`src/sv/ket_pkg.sv`:
```
// shared types, event codes and the key translation table for the key event translator
`default_nettype none
package ket_pkg;

  localparam int unsigned KindW  = 2;
  localparam int unsigned ParamW = 8;
  localparam int unsigned CharW  = 7;
  localparam int unsigned CodeW  = 11;

  typedef enum logic [KindW-1:0] {
    KIND_DOWN  = 2'd0,
    KIND_CHAR  = 2'd1,
    KIND_UP    = 2'd2,
    KIND_OTHER = 2'd3
  } kind_e;

  // one registered input beat
  typedef struct packed {
    kind_e              kind;
    logic [ParamW-1:0]  param;
  } item_t;

  // result handed from the core to the output register
  typedef struct packed {
    logic                     valid;
    logic signed [CodeW-1:0]  code;
  } result_t;

  localparam logic [ParamW-1:0] KeyBackspace = 8'd8;
  localparam logic [CharW-1:0]  ChrBackspace = 7'd8;
  localparam logic [CharW-1:0]  ChrCr        = 7'd13;
  localparam logic signed [CodeW-1:0] CodeDel     = 11'sd127;
  localparam logic signed [CodeW-1:0] CodeLf      = 11'sd10;
  localparam logic signed [CodeW-1:0] CodeDefBase = 11'sd410;

  // map a held virtual key code to its special key code
  function automatic logic signed [CodeW-1:0] map_key(input logic [ParamW-1:0] k);
    logic signed [CodeW-1:0] v;
    begin
      case (k)
        8'd1:    v = 11'sd401;
        8'd2:    v = 11'sd402;
        8'd3:    v = 11'sd404;
        8'd4:    v = 11'sd403;
        8'd8:    v = CodeDel;
        8'd13:   v = CodeLf;
        8'd33:   v = 11'sd315;
        8'd34:   v = 11'sd316;
        8'd35:   v = 11'sd318;
        8'd36:   v = 11'sd317;
        8'd37:   v = 11'sd276;
        8'd38:   v = 11'sd274;
        8'd39:   v = 11'sd277;
        8'd40:   v = 11'sd275;
        8'd45:   v = 11'sd312;
        8'd46:   v = 11'sd313;
        8'd120:  v = 11'sd310;
        default: v = CodeDefBase + signed'({3'b000, k});
      endcase
      return v;
    end
  endfunction

endpackage
`default_nettype wire

```
`src/sv/ket_in_stage.sv`:
```
// input register stage: captures one event beat per cycle while it is not stalled
`default_nettype none
module ket_in_stage (
  input  wire logic           clk_i,
  input  wire logic           rst_ni,
  input  wire logic           in_valid_i,
  input  wire ket_pkg::item_t in_item_i,
  input  wire logic           advance_i,
  output logic                stall_o,
  output logic                valid_o,
  output ket_pkg::item_t      item_o
);
  import ket_pkg::*;

  logic  valid_q;
  item_t item_q;

  // the held beat leaves whenever the downstream side moves
  assign stall_o = valid_q && !advance_i;
  assign valid_o = valid_q;
  assign item_o  = item_q;

  // valid flag
  always_ff @(posedge clk_i or negedge rst_ni) begin
    if (!rst_ni) begin
      valid_q <= 1'b0;
    end else if (!stall_o) begin
      valid_q <= in_valid_i;
    end
  end

  // payload, no reset needed
  always_ff @(posedge clk_i) begin
    if (in_valid_i && !stall_o) begin
      item_q <= in_item_i;
    end
  end

endmodule
`default_nettype wire

```
`src/sv/ket_core.sv`:
```
// translation logic and the held key and character registers
`default_nettype none
module ket_core (
  input  wire logic           clk_i,
  input  wire logic           rst_ni,
  input  wire logic           step_i,
  input  wire ket_pkg::item_t item_i,
  output ket_pkg::result_t    res_o
);
  import ket_pkg::*;

  logic [ParamW-1:0] held_key_q, held_key_d;
  logic [CharW-1:0]  held_char_q, held_char_d;
  logic [ParamW-1:0] companion;
  logic              key_hit;
  logic signed [CodeW-1:0] xlat;

  // companion key for the backspace pairing
  assign companion = (item_i.kind == KIND_DOWN) ? item_i.param : held_key_q;
  assign key_hit   = (held_key_q == item_i.param) && (held_key_q != '0);

  // translate the held pair
  always_comb begin
    if (held_char_q != '0) begin
      if (held_char_q == ChrBackspace && companion == KeyBackspace) begin
        xlat = CodeDel;
      end else if (held_char_q == ChrCr) begin
        xlat = CodeLf;
      end else begin
        xlat = signed'({4'b0000, held_char_q});
      end
    end else begin
      xlat = map_key(held_key_q);
    end
  end

  // per event kind: result and next holds
  always_comb begin
    res_o.valid = 1'b0;
    res_o.code  = xlat;
    held_key_d  = '0;
    held_char_d = '0;
    case (item_i.kind)
      KIND_DOWN: begin
        if (held_char_q != '0 || key_hit) begin
          res_o.valid = 1'b1;
        end else begin
          held_key_d = item_i.param;
        end
      end
      KIND_CHAR: begin
        if (!item_i.param[ParamW-1]) begin
          held_key_d  = held_key_q;
          held_char_d = item_i.param[CharW-1:0];
        end else begin
          res_o.valid = 1'b1;
          res_o.code  = signed'({{(CodeW-ParamW){1'b1}}, item_i.param});
        end
      end
      KIND_UP: begin
        res_o.valid = 1'b1;
      end
      default: begin
        res_o.valid = 1'b0;
      end
    endcase
  end

  // hold registers
  always_ff @(posedge clk_i or negedge rst_ni) begin
    if (!rst_ni) begin
      held_key_q  <= '0;
      held_char_q <= '0;
    end else if (step_i) begin
      held_key_q  <= held_key_d;
      held_char_q <= held_char_d;
    end
  end

endmodule
`default_nettype wire

```
`src/sv/key_event_translator.sv`:
```
// key event translator: keyboard events in, translated key codes out
// pipeline: two register stages; an accepted event beat is held in the input
// register and its result is then captured in the result register
// throughput: one event per cycle; the input and result registers both
// advance whenever the result register is empty or its beat is taken
// reset: asynchronous, clears both holds and all valid flags
`default_nettype none
module key_event_translator (
  input  wire logic                               clk_i,
  input  wire logic                               rst_ni,
  input  wire logic                               event_valid_i,
  output logic                                    event_stall_o,
  input  wire logic [ket_pkg::KindW-1:0]          event_kind_i,
  input  wire logic [ket_pkg::ParamW-1:0]         event_param_i,
  output logic                                    key_valid_o,
  input  wire logic                               key_stall_i,
  output logic signed [ket_pkg::CodeW-1:0]        key_code_o
);
  import ket_pkg::*;

  logic    advance;
  logic    st_valid;
  item_t   in_item, st_item;
  result_t res;
  logic    out_valid_q;
  logic signed [CodeW-1:0] key_code_q;

  assign in_item.kind  = kind_e'(event_kind_i);
  assign in_item.param = event_param_i;

  // pipeline moves when the result register can take a beat
  assign advance = !out_valid_q || !key_stall_i;

  ket_in_stage u_in (
    .clk_i      (clk_i),
    .rst_ni     (rst_ni),
    .in_valid_i (event_valid_i),
    .in_item_i  (in_item),
    .advance_i  (advance),
    .stall_o    (event_stall_o),
    .valid_o    (st_valid),
    .item_o     (st_item)
  );

  ket_core u_core (
    .clk_i  (clk_i),
    .rst_ni (rst_ni),
    .step_i (st_valid && advance),
    .item_i (st_item),
    .res_o  (res)
  );

  // result valid
  always_ff @(posedge clk_i or negedge rst_ni) begin
    if (!rst_ni) begin
      out_valid_q <= 1'b0;
    end else if (advance) begin
      out_valid_q <= st_valid && res.valid;
    end
  end

  // result payload
  always_ff @(posedge clk_i) begin
    if (advance && st_valid && res.valid) begin
      key_code_q <= res.code;
    end
  end

  assign key_valid_o = out_valid_q;
  assign key_code_o  = key_code_q;

endmodule
`default_nettype wire
```
`config.mk`:
```
export PLATFORM = sky130hd
export DESIGN_NAME = key_event_translator
export DESIGN_NICKNAME = d
export VERILOG_FILES = /design/src/sv/ket_pkg.sv /design/src/sv/ket_in_stage.sv /design/src/sv/ket_core.sv /design/src/sv/key_event_translator.sv
export SDC_FILE = /design/constraint.sdc
export NUM_CORES = 1
export LEC_CHECK = 0
export BUFFER_PORTS_ARGS = -buffer_cell sky130_fd_sc_hd__buf_2
export CORE_MARGIN = 3
export CORE_UTILIZATION = 58
export DETAILED_ROUTE_END_ITERATION = 10
export PLACE_DENSITY = 0.89
export RECOVER_POWER = 25
export SYNTH_ARGS = -nofsm -noshare
export SYNTH_HDL_FRONTEND = slang
export SYNTH_SLANG_ARGS = --single-unit
```
`constraint.sdc`:
```
create_clock -name clk_i -period 2.9 [get_ports clk_i]
set_input_delay 0.29 -clock clk_i [delete_from_list [all_inputs] [get_ports clk_i]]
set_output_delay 0.29 -clock clk_i [all_outputs]
set_load 0.1 [all_outputs]
```
---- After elaboration in Yosys (flattened, before gate mapping) ----
Index checks and enable logic that the tools add are counted.
cells by class
  add/subtract/negate cells ............... 1
  multiply operators ...................... 0
  div/mod/pow operators ................... 0
  $lt $le $gt $ge ......................... 0
  equal/unequal tests ..................... 24
  shifts and indexed selects .............. 0
  multiplexer cells ....................... 14
  bitwise gates (word level) .............. 0
  reductions and logical operators ........ 17
operators with widths
  kind                                           count
  one-hot mux 11 bit (17 select lines)           1
  == test 8 x 6 -> 1 bit, second input constant  10
  2-to-1 mux 11 bit                              3
  == test 8 x 4 -> 1 bit, second input constant  3
  2-to-1 mux 8 bit                               3
  2-to-1 mux 7 bit                               3
  == test 8 x 2 -> 1 bit, second input constant  2
  one-hot mux 8 bit (2 select lines)             1
  == test 7 x 4 -> 1 bit, second input constant  2
  2-to-1 mux 12 bit                              1
  adder 9 x 8 -> 10 bit, first input constant    1
  == test 8 x 1 -> 1 bit, second input constant  1
  == test 8 x 3 -> 1 bit, second input constant  1
  == test 8 x 7 -> 1 bit, second input constant  1
  == test 8 bit                                  1
  nonzero test 8 bit                             1
  logical AND 1 bit                              7
  nonzero test 7 bit                             1
  zero test 1 bit                                4
  one-hot mux 1 bit (3 select lines)             1
  == test 2 x 1 -> 1 bit, second input constant  1
  == test 2 bit, second input constant           1
  zero test 2 bit                                1
  logical OR 1 bit                               2
  3 further kinds                                3
word-level totals
  flip-flop bits (word level) ............. 38
  bits in latches ......................... 0
  bits in writable memories ............... 0
  ROM bits ................................ 0
  bits of input ports ..................... 14
  output and inout port bits .............. 13
  logic and storage cells ................. 63
  memories kept ........................... 0

---- Logic depth before layout (Yosys ltp) ----
Gate-level depths: netlist of run 1.
  word-level depth ........................ 9
  gate-level depth with buffers ........... 7
  mapped depth without buffers ............ 6

---- By module ----
Synthesis of run 1 repeated with hierarchy kept, for this count alone.
unflattened totals
  cells, all modules ...................... 256
  area total of the unflattened synthesis .. 2493.6 µm²
by module, submodules not included
  module                times used  cells an instance  area an instance (µm²)
  ket_core              1           224                1755.4
  key_event_translator  1           17                 380.4
  ket_in_stage          1           15                 357.8

---- Worst setup path before layout of run 1 ----
OpenSTA, ideal clock, no wires.
  kind .................................... flip-flop to flip-flop
  start ................................... reg u_core.held_key_q[2]
  end ..................................... reg key_code_q[0] (netlist: key_code_o[0]), enable pin
  library setup time ...................... 0.378 ns
  arrival ................................. 1.801 ns
  required time ........................... 2.522 ns
  setup slack ............................. 0.721 ns
  cell stages (with the launch flop) ...... 7
  clock period less this slack ............ 2.179 ns
  cells stage by stage .................... dfrtp_1 > buf_2 > xnor2_1 > nand4_1 > o311ai_0 > a21oi_1 > nor2_1
between the ends
  longest elaborated chain between the ends .. 6
ends and longest elaborated chain
  element                                              line                        source
  start, declared                                      ket_core.sv:12              logic [ParamW-1:0] held_key_q, held_key_d;
  start signal, assigned                               ket_core.sv:75              held_key_q <= held_key_d;
  == test 8 bit or nonzero test 8 bit (tied branches)  ket_core.sv:20              assign key_hit = (held_key_q == item_i.param) && (held_key_q != '0);
  logical AND 1 bit (*)                                ket_core.sv:20
  logical OR 1 bit (*)                                 ket_core.sv:45              if (held_char_q != '0 || key_hit) begin
  2-to-1 mux 1 bit (*)                                 ket_core.sv:45
  one-hot mux 1 bit (3 select lines) (*)               ket_core.sv:43              case (item_i.kind)
  logical AND 1 bit (*)                                key_event_translator.sv:64  if (advance && st_valid && res.valid) begin
  end signal, assigned                                 key_event_translator.sv:65  key_code_q <= res.code;
  end, declared                                        key_event_translator.sv:26  logic signed [CodeW-1:0] key_code_q;
Every way passes the cells marked *; elsewhere a longest branch is shown, timed or not.
A chain may end at the register's enable or synchronous reset.

==> reports/metrics.yaml, run 1 <==
status:
  status: "finished, final reports clean"
worst_setup_path:
  worst-path-max-fanout: 26
  ff2ff_path_depth: 5
  worstPathArrival_ns: 2.57
  required_ns: 2.96
  path_class: "reg2reg"
  end_kind: "flop"
  critPathLaunchType: "flop"
synthesis:
  yosys.area.top_type_share: 0.2681
  synth_top_family_by_area: "simple AND/OR/NAND/NOR gates"
  synth_simple_gate_area_frac: 0.2165
  ys_ff_latch: 38
  yosysWarnings: 0
  synth-adder-area-share: 0.005319
  synth_edf_count: 21
  synth_top_cell_by_area: "edfxtp_1"
  avgSynthCellArea_um2: 10.05
  synthCells: 234
  synthArstFlopShare: 0.4474
  synth_xor_area_frac: 0.06330
  synthMuxAreaShare: 0.004255
  synth_area_leaders: "edfxtp_1 27%, dfrtp_1 18%, xnor2_1 6.0%"
  synthFlopType: "edfxtp_1"
  syn-cell-area_mm2: 0.002352
  syn_nets: 249
  synthDistinctLibCells: 61
  ys_seq_area_frac: 0.4489
  synth_compound_area_frac: 0.2138
timing:
  fin_tns_setup_ns: 0
  setup-violations-final: 0
  relSlewSlack: 0.3917
  hold_viol: 0
  slew_viol_final: 0
  fin_crit_ns: 2.516
  clock_skew_ns: 0.01263
  period_share: 0.8677
  fmax_mhz: 397.4
  worst_pin_slew_ns: 0.9125
  rsz0062_at_grt: "false"
routing:
  num_vias: 1995
  wirelength_um: 5401
  drtAntennaViolNets: 0
  first_pass_iters: 4
  route.detailed.drc: 0
  wire_per_inst_um: 17.71
  via_per_inst: 6.541
  drtIter0Drc: 306
floorplanning:
  die_h_um: 69.69
  die_area_mm2: 0.004856
  core_area_mm2: 0.003771
  initial_utilization: 0.6238
  die_w_um: 69.69
  io_pins: 27
  num_rows: 22
clocking:
  cts_buffers: 5
  cts_resized: 0
  htreeDepth: 2
  clock_latency_ns: 0.29
  clockBufferDepth: 2
  clkTransAtPathRegs_ns: 0.08
  cts_tree: "built"
  cts_num_sinks: 38
  cts_setup_buffers: 0
  postCtsHoldBufs: 1
  cts_root_buffer: "clkbuf_8"
pwr:
  leakage_nw: 1.011
  power_frac_comb: 0.369
  power.total_mw: 1.714
  p_switching_uw: 689.4
  switching_share: 0.4023
  power_frac_clock: 0.204
  p_int_mw: 1.024
  peakVddDrop_uv: 403.2
  p_per_area_mw_per_mm2: 660.4
  p_seq_frac: 0.427
grt:
  grt_use_total: 0.2364
  grt_overflow: 0
  antenna_found_initial: 0
  grt_pass1_vias: 1830
  grt_max_degree: 27
  grt_pass1_wl_um: 9114
placed_design:
  hpwl_um: 3909
  gp_congestion: 0.9453
  numPortBuffers: 26
finish:
  n_antenna_cell: 0
  area_growth_pct: 10.32
  fillers: 272
  fin_nets: 271
  drive_gt1_frac: 0.1712
flow_run:
  cap_violations: 0
worst_hold_path:
  hp-class: "in2reg"
  hold_depth: 1
worst max-delay path, cell delays in order (launching register included):
cell and delay (ns):
dfrtp_1 0.87, nor3b_1 0.20, and2_1 0.26, o41ai_4 0.54
nand3_1 0.16, a41o_1 0.24
layout make-up:
type / instances / area (um^2) / share of cell area
multi-input cells: 170 / 1184 / 0.4561
inverters: 9 / 33.78 / 0.01302
clock buffers: 5 / 68.82 / 0.02652
flip-flops and latches: 38 / 1056 / 0.4069
repair buffers: 32 / 176.4 / 0.06798
well taps: 48 / 60.06 / 0.02314
clock inverters: 3 / 16.27 / 0.006268
power by group through the flow:
| stage | clock network [mW] | registers [mW] | logic (mW) |
|---|---|---|---|
| 2_1_floorplan | 0 | 0.845 | 0.397 |
| 3_3_place_gp | 0 | 0.737 | 0.617 |
| 3_5_place_dp | 0 | 0.738 | 0.623 |
| 4_1_cts | 0.358 | 0.727 | 0.627 |
| 5_1_grt | 0.381 | 0.741 | 0.682 |
| 6_report | 0.350 | 0.731 | 0.632 |
worst paths after layout:
check | start | to | slack [ns]
worst max-delay path | u_core.held_key_q[2] | key_code_o[7] | 0.38
worst min-delay path | event_param_i[3] | u_in.item_o[3] | 0.18
worst max register to register | u_core.held_key_q[2] | key_code_o[7] | 0.38
worst min register to register | u_core.held_char_q[5] | u_core.held_char_q[5] | 0.57
max in group asynchronous | rst_ni | u_core.held_key_q[3] | 1.69
min in group asynchronous | rst_ni | u_core.held_char_q[2] | 0.64
registers in the layout, indices dropped and copies added (netlist names):
signal and cells:
u_core.held_char_q 7, u_in.item_o 10, u_in.valid_o 1, key_valid_o 1
key_code_o 11, u_core.held_key_q 8
metrics by stage:
step / setup slack [ns] / util / area, um^2 / hold WS, ns / cells
2_1_floorplan: 0.7211 / - / 2352 / -0.005591 / 234
3_3_place_gp: 0.5210 / 0.6632 / 2501 / 0.2259 / 296
4_1_cts: 0.4379 / 0.6885 / 2596 / 0.1662 / 305
5_1_grt: 0.2019 / 0.6881 / 2595 / 0.1635 / 305
3_5_place_dp: 0.4553 / 0.6632 / 2501 / 0.2276 / 296
6_report: 0.3836 / 0.6881 / 2595 / 0.1757 / 305
cell usage after synthesis, types with 3 or more instances:
cell	count
edfxtp_1	21
nor3b_1	3
dfrtp_1	17
and3_1	5
nand4_1	5
nand2b_1	6
buf_2	9
nand3_1	14
inv_1	8
o21ai_0	8
or3_1	4
xnor2_1	16
clkbuf_1	3
buf_1	4
nand2_1	10
a31oi_1	4
nor3_1	7
a22o_1	15
a21oi_1	8
nor2_1	15
metal layers:
layer  track usage  routed length, um
met1        0.3161               2249
met2        0.3644               2492
met3       0.05797                492
met4        0.1064                166
met5             0                  0
placed cells by master (no fill, tap or decap), types with 2 or more instances in the layout:
cell and instances:
edfxtp_1 21, nand3_1 14, a21oi_1 8, clkbuf_8 5, or3_1 4, buf_4 5
nor2b_1 2, nand4_1 5, nor4_4 2, a31oi_1 4, nor3b_1 3, o22ai_1 2
and3_1 5, a32oi_1 2, a2111oi_0 2, o211ai_1 2, buf_2 25, nor3_1 7
nor2_1 15, o21ai_0 8, and2_1 2, a22o_1 15, a211oi_1 2, clkinv_1 2
a31o_2 2, nor4_1 2, nand2b_1 6, dfrtp_1 17, xnor2_1 16, inv_1 8
a221oi_1 2, nand2_1 10
cells by family after synthesis:
group,count (synthesis)
flip-flops,38
multiplexers,1
AND/OR/NAND/NOR,86
AO/OA/AOI/OAI,65
adder cells (fa/ha/maj),1
buffers and inverters,26
XOR/XNOR,17
(Power assumes the default switching activity.)
==> run 2: changes to the inputs <==
--- a/config.mk
+++ b/config.mk
@@ -7,9 +7,10 @@
 export LEC_CHECK = 0
 export BUFFER_PORTS_ARGS = -buffer_cell sky130_fd_sc_hd__buf_2
 export CORE_MARGIN = 3
-export CORE_UTILIZATION = 58
+export CORE_UTILIZATION = 45
 export DETAILED_ROUTE_END_ITERATION = 10
-export PLACE_DENSITY = 0.89
+export MAX_ROUTING_LAYER = met4
+export PLACE_DENSITY = 0.74
 export RECOVER_POWER = 25
 export SYNTH_ARGS = -nofsm -noshare
 export SYNTH_HDL_FRONTEND = slang
==> reports/metrics.yaml, run 2 (synthesis gave the netlist of run 1 again) <==
floorplanning:
  die_h_um: 78.30  # +12%
  core_area_mm2: 0.004880  # +29%
  num_rows: 25  # +14%
  io_pins: 27  # unchanged
  initial_utilization: 0.4821  # -0.1417
  die_area_mm2: 0.006131  # +26%
  die_w_um: 78.30  # +12%
worst_setup_path:
  path_class: "reg2reg"
  r2r_setup_slack_ns: 0.41  # +0.02 ns
  critPathLaunchType: "flop"
  worst-path-max-fanout: 11  # -58%
  required_ns: 2.82  # -0.14 ns
  r2r_end: "key_code_o[3]"
  slowest_delay_ns: 0.69  # -0.18 ns
  path_cells: "xnor2_1 -> nand4_1 -> o311ai_0 -> a21oi_1 -> nor2_1"
  end_kind: "flop"
  reg2reg_from: "u_core.held_key_q[1]"
  ff2ff_path_depth: 5  # unchanged
  worstPathArrival_ns: 2.41  # -0.16 ns
  crit_slowest_cell: "nor2_1"
pwr:
  p_per_area_mw_per_mm2: 653.7  # -1.0%
  p_int_mw: 1.031  # +0.66%
  power_frac_comb: 0.387  # +0.018
  switching_share: 0.4046  # +0.002268
  power_frac_clock: 0.206  # +0.002
  peakVddDrop_uv: 332.7  # -17%
  p_seq_frac: 0.407  # -0.020
  p_switching_uw: 700.6  # +1.6%
  leakage_nw: 1.031  # +2.0%
finish:
  largest_register_ffs: 11  # unchanged
  area_growth_pct: 12.61
  fin_nets: 275  # +1.5%
  final_cell_mix: "25 x buf_2, 21 x edfxtp_1, 17 x dfrtp_1"
  final_common_cell: "buf_2"
  n_antenna_cell: 0  # unchanged
  fillers: 452  # +66%
  drive_gt1_frac: 0.1839  # +0.01270
placed_design:
  gp_congestion: 0.8930  # -5.5%
  hpwl_um: 4112  # +5.2%
  post-place-ws_ns: 0.4078  # -0.04747 ns
  numPortBuffers: 26  # unchanged
timing:
  rsz0062_at_grt: "false"
  hold_viol: 0  # unchanged
  fin_crit_ns: 2.492  # -0.02396 ns
  fin_tns_setup_ns: 0  # unchanged
  relSlewSlack: 0.3500  # -0.04168
  period_share: 0.8594  # -0.008262
  fmax_mhz: 401.2  # +0.96%
  clock_skew_ns: 0.009272  # -0.003359 ns
  slew_viol_final: 0  # unchanged
  whs_ns: 0.1614  # -0.01429 ns
  setup-violations-final: 0  # unchanged
  worst_pin_slew_ns: 0.9750  # +0.06252 ns
  fin_ws_ns: 0.4076  # +0.02396 ns
clocking:
  clock_latency_ns: 0.30  # about the same
  cts_num_sinks: 38  # unchanged
  cts_buffers: 5  # unchanged
  cts_root_buffer: "clkbuf_8"
  clockBufferDepth: 2  # unchanged
  clkTransAtPathRegs_ns: 0.08  # about the same
  htreeDepth: 2  # unchanged
  cts_tree: "built"
grt:
  grt_max_degree: 24  # -11%
  grt_use_total: 0.2043  # -0.03212
  grt_pass1_vias: 1842  # +0.66%
  grt_pass1_wl_um: 9377  # +2.9%
  grt_overflow: 0  # unchanged
  antenna_found_initial: 0  # unchanged
routing:
  wire_per_inst_um: 17.24  # -2.6%
  wirelength_um: 5656  # +4.7%
  drtIter0Drc: 326  # +6.5%
  num_vias: 2019  # +1.2%
  first_pass_iters: 4  # unchanged
  route.detailed.drc: 0  # unchanged
  via_per_inst: 6.155  # -5.9%
  drtAntennaViolNets: 0  # unchanged
flow_run:
  cap_violations: 0  # unchanged
status:
  status: "finished, final reports clean"
worst_hold_path:
  worstHoldStart: "event_param_i[1]"
  hp-class: "in2reg"
  hold_depth: 1  # unchanged
  holdPathEnd: "u_in.item_o[1]"
-- run 2: cell count changes in the layout (fill, tap and decap cells not counted) --
cell | before | now
buf_4 | 5 | 9
-- run 2: how the worst max path moves through the flow --
stage	startpoint	to	slack [ns]	cells past startpoint
floorplan	u_core.held_key_q[2]	key_code_o[0]	0.72	6
global placement	u_core.held_key_q[3]	key_code_o[1]	0.37	6
detailed placement	u_core.held_key_q[1]	key_code_o[3]	0.41	5
CTS	u_core.held_key_q[1]	key_code_o[3]	0.40	5
global route	u_core.held_key_q[1]	key_code_o[1]	0.15	5
finish	u_core.held_key_q[1]	key_code_o[3]	0.41	5
-- run 2: layer usage --
metal	part of all wire	track usage	vias to the layer above
met2	0.47	0.3065	102
met1	0.43	0.2760	956
met5	0	-	-
met3	0.088	0.04817	8
li1	-	-	953
met4	0.013	0.06469	0
-- run 2: final cells by class --
type / instances / area (um^2) / area share
multi-input combinational: 170 / 1184 / 0.4469
sequential: 38 / 1056 / 0.3987
timing repair buffer: 36 / 206.4 / 0.07794
tap: 67 / 83.83 / 0.03165
clock buffer: 5 / 68.82 / 0.02598
inverter: 9 / 33.78 / 0.01275
clock inverter: 3 / 16.27 / 0.006141
-- run 2: timing repair --
action / CTS / global route
hold buffers: 1 / 0
gates resized for setup: 0 / 0
hold endpoints to repair: 17 / 0
setup endpoints to repair: 0 / 0
buffers inserted: 0 / 0
-- run 2: per-stage QoR --
stage                 util  cell area (um^2)  cells  total power, mW
finish              0.5428              2649    328            1.731
floorplan                -              2352    234            1.242
detailed placement  0.5236              2555    319            1.376
global route        0.5428              2649    328            1.825
global placement    0.5236              2555    319            1.375
CTS                 0.5431              2650    328            1.736
-- run 2: power groups by stage --
stage | sequential [mW] | combinational [mW] | clock [mW]
after floorplan | 0.845 | 0.397 | 0
after global placement | 0.714 | 0.661 | 0
after detailed placement | 0.715 | 0.661 | 0
after CTS | 0.703 | 0.665 | 0.367
after global routing | 0.712 | 0.722 | 0.391
final | 0.705 | 0.670 | 0.357
-- run 2: worst max-delay path, delay by kind of cell, from the launching register on --
family | cells | cell delay (ns)
AND/OR/NAND/NOR | 2 | 0.85
XOR/XNOR | 1 | 0.24
flip-flops | 1 | 0.51
AO/OA/AOI/OAI | 2 | 0.52
==> run 3: changes to the inputs <==
--- a/config.mk
+++ b/config.mk
@@ -6,12 +6,14 @@
 export NUM_CORES = 1
 export LEC_CHECK = 0
 export BUFFER_PORTS_ARGS = -buffer_cell sky130_fd_sc_hd__buf_2
+export CAP_MARGIN = 20
 export CORE_MARGIN = 3
-export CORE_UTILIZATION = 45
+export CORE_UTILIZATION = 58
 export DETAILED_ROUTE_END_ITERATION = 10
 export MAX_ROUTING_LAYER = met4
-export PLACE_DENSITY = 0.74
+export PLACE_DENSITY = 0.89
 export RECOVER_POWER = 25
+export SETUP_SLACK_MARGIN = 0.2
 export SYNTH_ARGS = -nofsm -noshare
 export SYNTH_HDL_FRONTEND = slang
 export SYNTH_SLANG_ARGS = --single-unit
==> reports/metrics.yaml, run 3 (synthesis gave the netlist of run 1 again) <==
pwr:
  leakage_nw: 1.017  # -1.4%
  p_switching_uw: 690.0  # -1.5%
  p_int_mw: 1.051  # +1.9%
  p_per_area_mw_per_mm2: 668.3  # +2.2%
  peakVddDrop_uv: 402.9  # +21%
  power_frac_clock: 0.216  # +0.010
  switching_share: 0.3963  # -0.008259
  power_frac_comb: 0.363  # -0.024
  p_seq_frac: 0.421  # +0.014
placed_design:
  numPortBuffers: 26  # unchanged
  hpwl_um: 3905  # -5.0%
  gp_congestion: 0.9468  # +6.0%
worst_setup_path:
  critPathLaunchType: "flop"
  end_kind: "flop"
  path_class: "reg2reg"
  worstPathArrival_ns: 2.50  # +0.09 ns
  worst-path-max-fanout: 20  # +9
  required_ns: 2.95  # +0.13 ns
clocking:
  clock_latency_ns: 0.29  # about the same
  htreeDepth: 2  # unchanged
  cts_root_buffer: "clkbuf_8"
  clockBufferDepth: 2  # unchanged
  cts_setup_buffers: 0  # unchanged
  cts_tree: "built"
  cts_resized: 0  # unchanged
  cts_buffers: 5  # unchanged
  cts_num_sinks: 38  # unchanged
  clkTransAtPathRegs_ns: 0.08  # about the same
finish:
  final_cell_mix: "25 x buf_2, 21 x edfxtp_1, 17 x dfrtp_1"
  drive_gt1_frac: 0.1751  # -0.008811
  multi_input_comb_area_mm2: 0.001184  # unchanged
  fin_nets: 271  # -1.5%
  fillers: 294  # -35%
  final_common_cell: "buf_2"
  area_growth_pct: 10.74
  largest_register_ffs: 11  # unchanged
  n_antenna_cell: 0  # unchanged
  register_area_mm2: 0.001056  # unchanged
timing:
  clock_skew_ns: 0.009203  # -0.00006853 ns
  setup-violations-final: 0  # unchanged
  slew_viol_final: 0  # unchanged
  fin_tns_setup_ns: 0  # unchanged
  period_share: 0.8431  # -0.01635
  relSlewSlack: 0.3696  # +0.01966
  whs_ns: 0.1663  # +0.004850 ns
  fmax_mhz: 409.0  # +1.9%
  worst_pin_slew_ns: 0.9455  # -0.02949 ns
  fin_crit_ns: 2.445  # -0.04743 ns
  hold_viol: 0  # unchanged
  rsz0062_at_grt: "false"
worst_hold_path:
  hp-class: "in2reg"
status:
  status: "finished, final reports clean"
routing:
  first_pass_iters: 7  # +3
  drtIter0Drc: 295  # -9.5%
  drtAntennaViolNets: 0  # unchanged
  wirelength_um: 5397  # -4.6%
  num_vias: 2017  # -0.099%
  wire_per_inst_um: 17.70  # +2.6%
  route.detailed.drc: 0  # unchanged
  via_per_inst: 6.613  # +7.4%
grt:
  grt_pass1_vias: 1785  # -3.1%
  grt_max_degree: 21  # -13%
  grt_overflow: 0  # unchanged
  grt_pass1_wl_um: 8818  # -6.0%
  grt_use_total: 0.2355  # +0.03121
  antenna_found_initial: 0  # unchanged
floorplanning:
  die_area_mm2: 0.004856  # -21%
  num_rows: 22  # -12%
  core_area_mm2: 0.003771  # -23%
  io_pins: 27  # unchanged
  die_h_um: 69.69  # -11%
  initial_utilization: 0.6238  # +0.1417
  die_w_um: 69.69  # -11%
flow_run:
  cap_violations: 0  # unchanged
run 3: cell count changes in the layout (fill, tap and decap cells not counted), sizes merged:
cell	previous run	this run
clkbuf	6	7
clkinv	3	2
buf	34	30
run 3: through the flow:
step | util | power [mW] | instance area, um^2 | setup WS [ns] | cells
after floorplan | - | 1.242 | 2352 | 0.7211 | 234
after global placement | 0.6632 | 1.359 | 2501 | 0.5871 | 296
after detailed placement | 0.6632 | 1.363 | 2501 | 0.5263 | 296
after CTS | 0.6911 | 1.738 | 2606 | 0.5156 | 305
after global routing | 0.6908 | 1.829 | 2605 | 0.3064 | 305
final | 0.6908 | 1.741 | 2605 | 0.4550 | 305
run 3: final cells by class:
class                      count  share of cell area
tap                           48             0.02305
timing repair buffer          32             0.06772
multi-input combinational    170              0.4544
sequential                    38              0.4054
clock buffer                   6             0.03170
inverter                       9             0.01297
clock inverter                 2            0.004803
run 3: critical path, stage by stage, from the launching register on:
cell	delay, ns
dfrtp_1	0.77
nor2_1	0.24
and2_1	0.25
o41ai_4	0.55
nand3_1	0.15
a41o_1	0.24
run 3: path summary, 6_finish.rpt:
kind	from	end	slack [ns]	depth (start not counted)
worst max-delay path	u_core.held_key_q[1]	key_code_o[7]	0.46	5
worst min-delay path	event_param_i[4]	u_in.item_o[4]	0.17	1
worst max register to register	u_core.held_key_q[1]	key_code_o[7]	0.46	5
worst min register to register	u_in.valid_o	key_valid_o	0.56	2
max in group asynchronous	rst_ni	u_core.held_key_q[7]	1.66	2
min in group asynchronous	rst_ni	u_in.valid_o	0.66	2
run 3: power by group through the flow:
stage | sequential (mW) | combinational [mW] | clock [mW]
after global placement | 0.739 | 0.621 | 0
after CTS | 0.729 | 0.626 | 0.382
final | 0.733 | 0.632 | 0.377
after floorplan | 0.845 | 0.397 | 0
after detailed placement | 0.740 | 0.623 | 0
after global routing | 0.741 | 0.677 | 0.412
run 3: layer usage:
layer | wire (um) | track usage | vias to the layer above | part of all wire
met1 | 2277 | 0.3146 | 944 | 0.42
met4 | 74 | 0.06383 | 0 | 0.014
met2 | 2591 | 0.3655 | 121 | 0.48
met5 | 0 | - | - | 0
li1 | - | - | 943 | -
met3 | 453 | 0.05217 | 9 | 0.084
run 3: what timing repair did:
item / 4_1_cts / 5_1_grt
hold buffers: 1 / 0
endpoints found under the hold margin: 17 / 0
endpoints found under the setup margin: 0 / 0
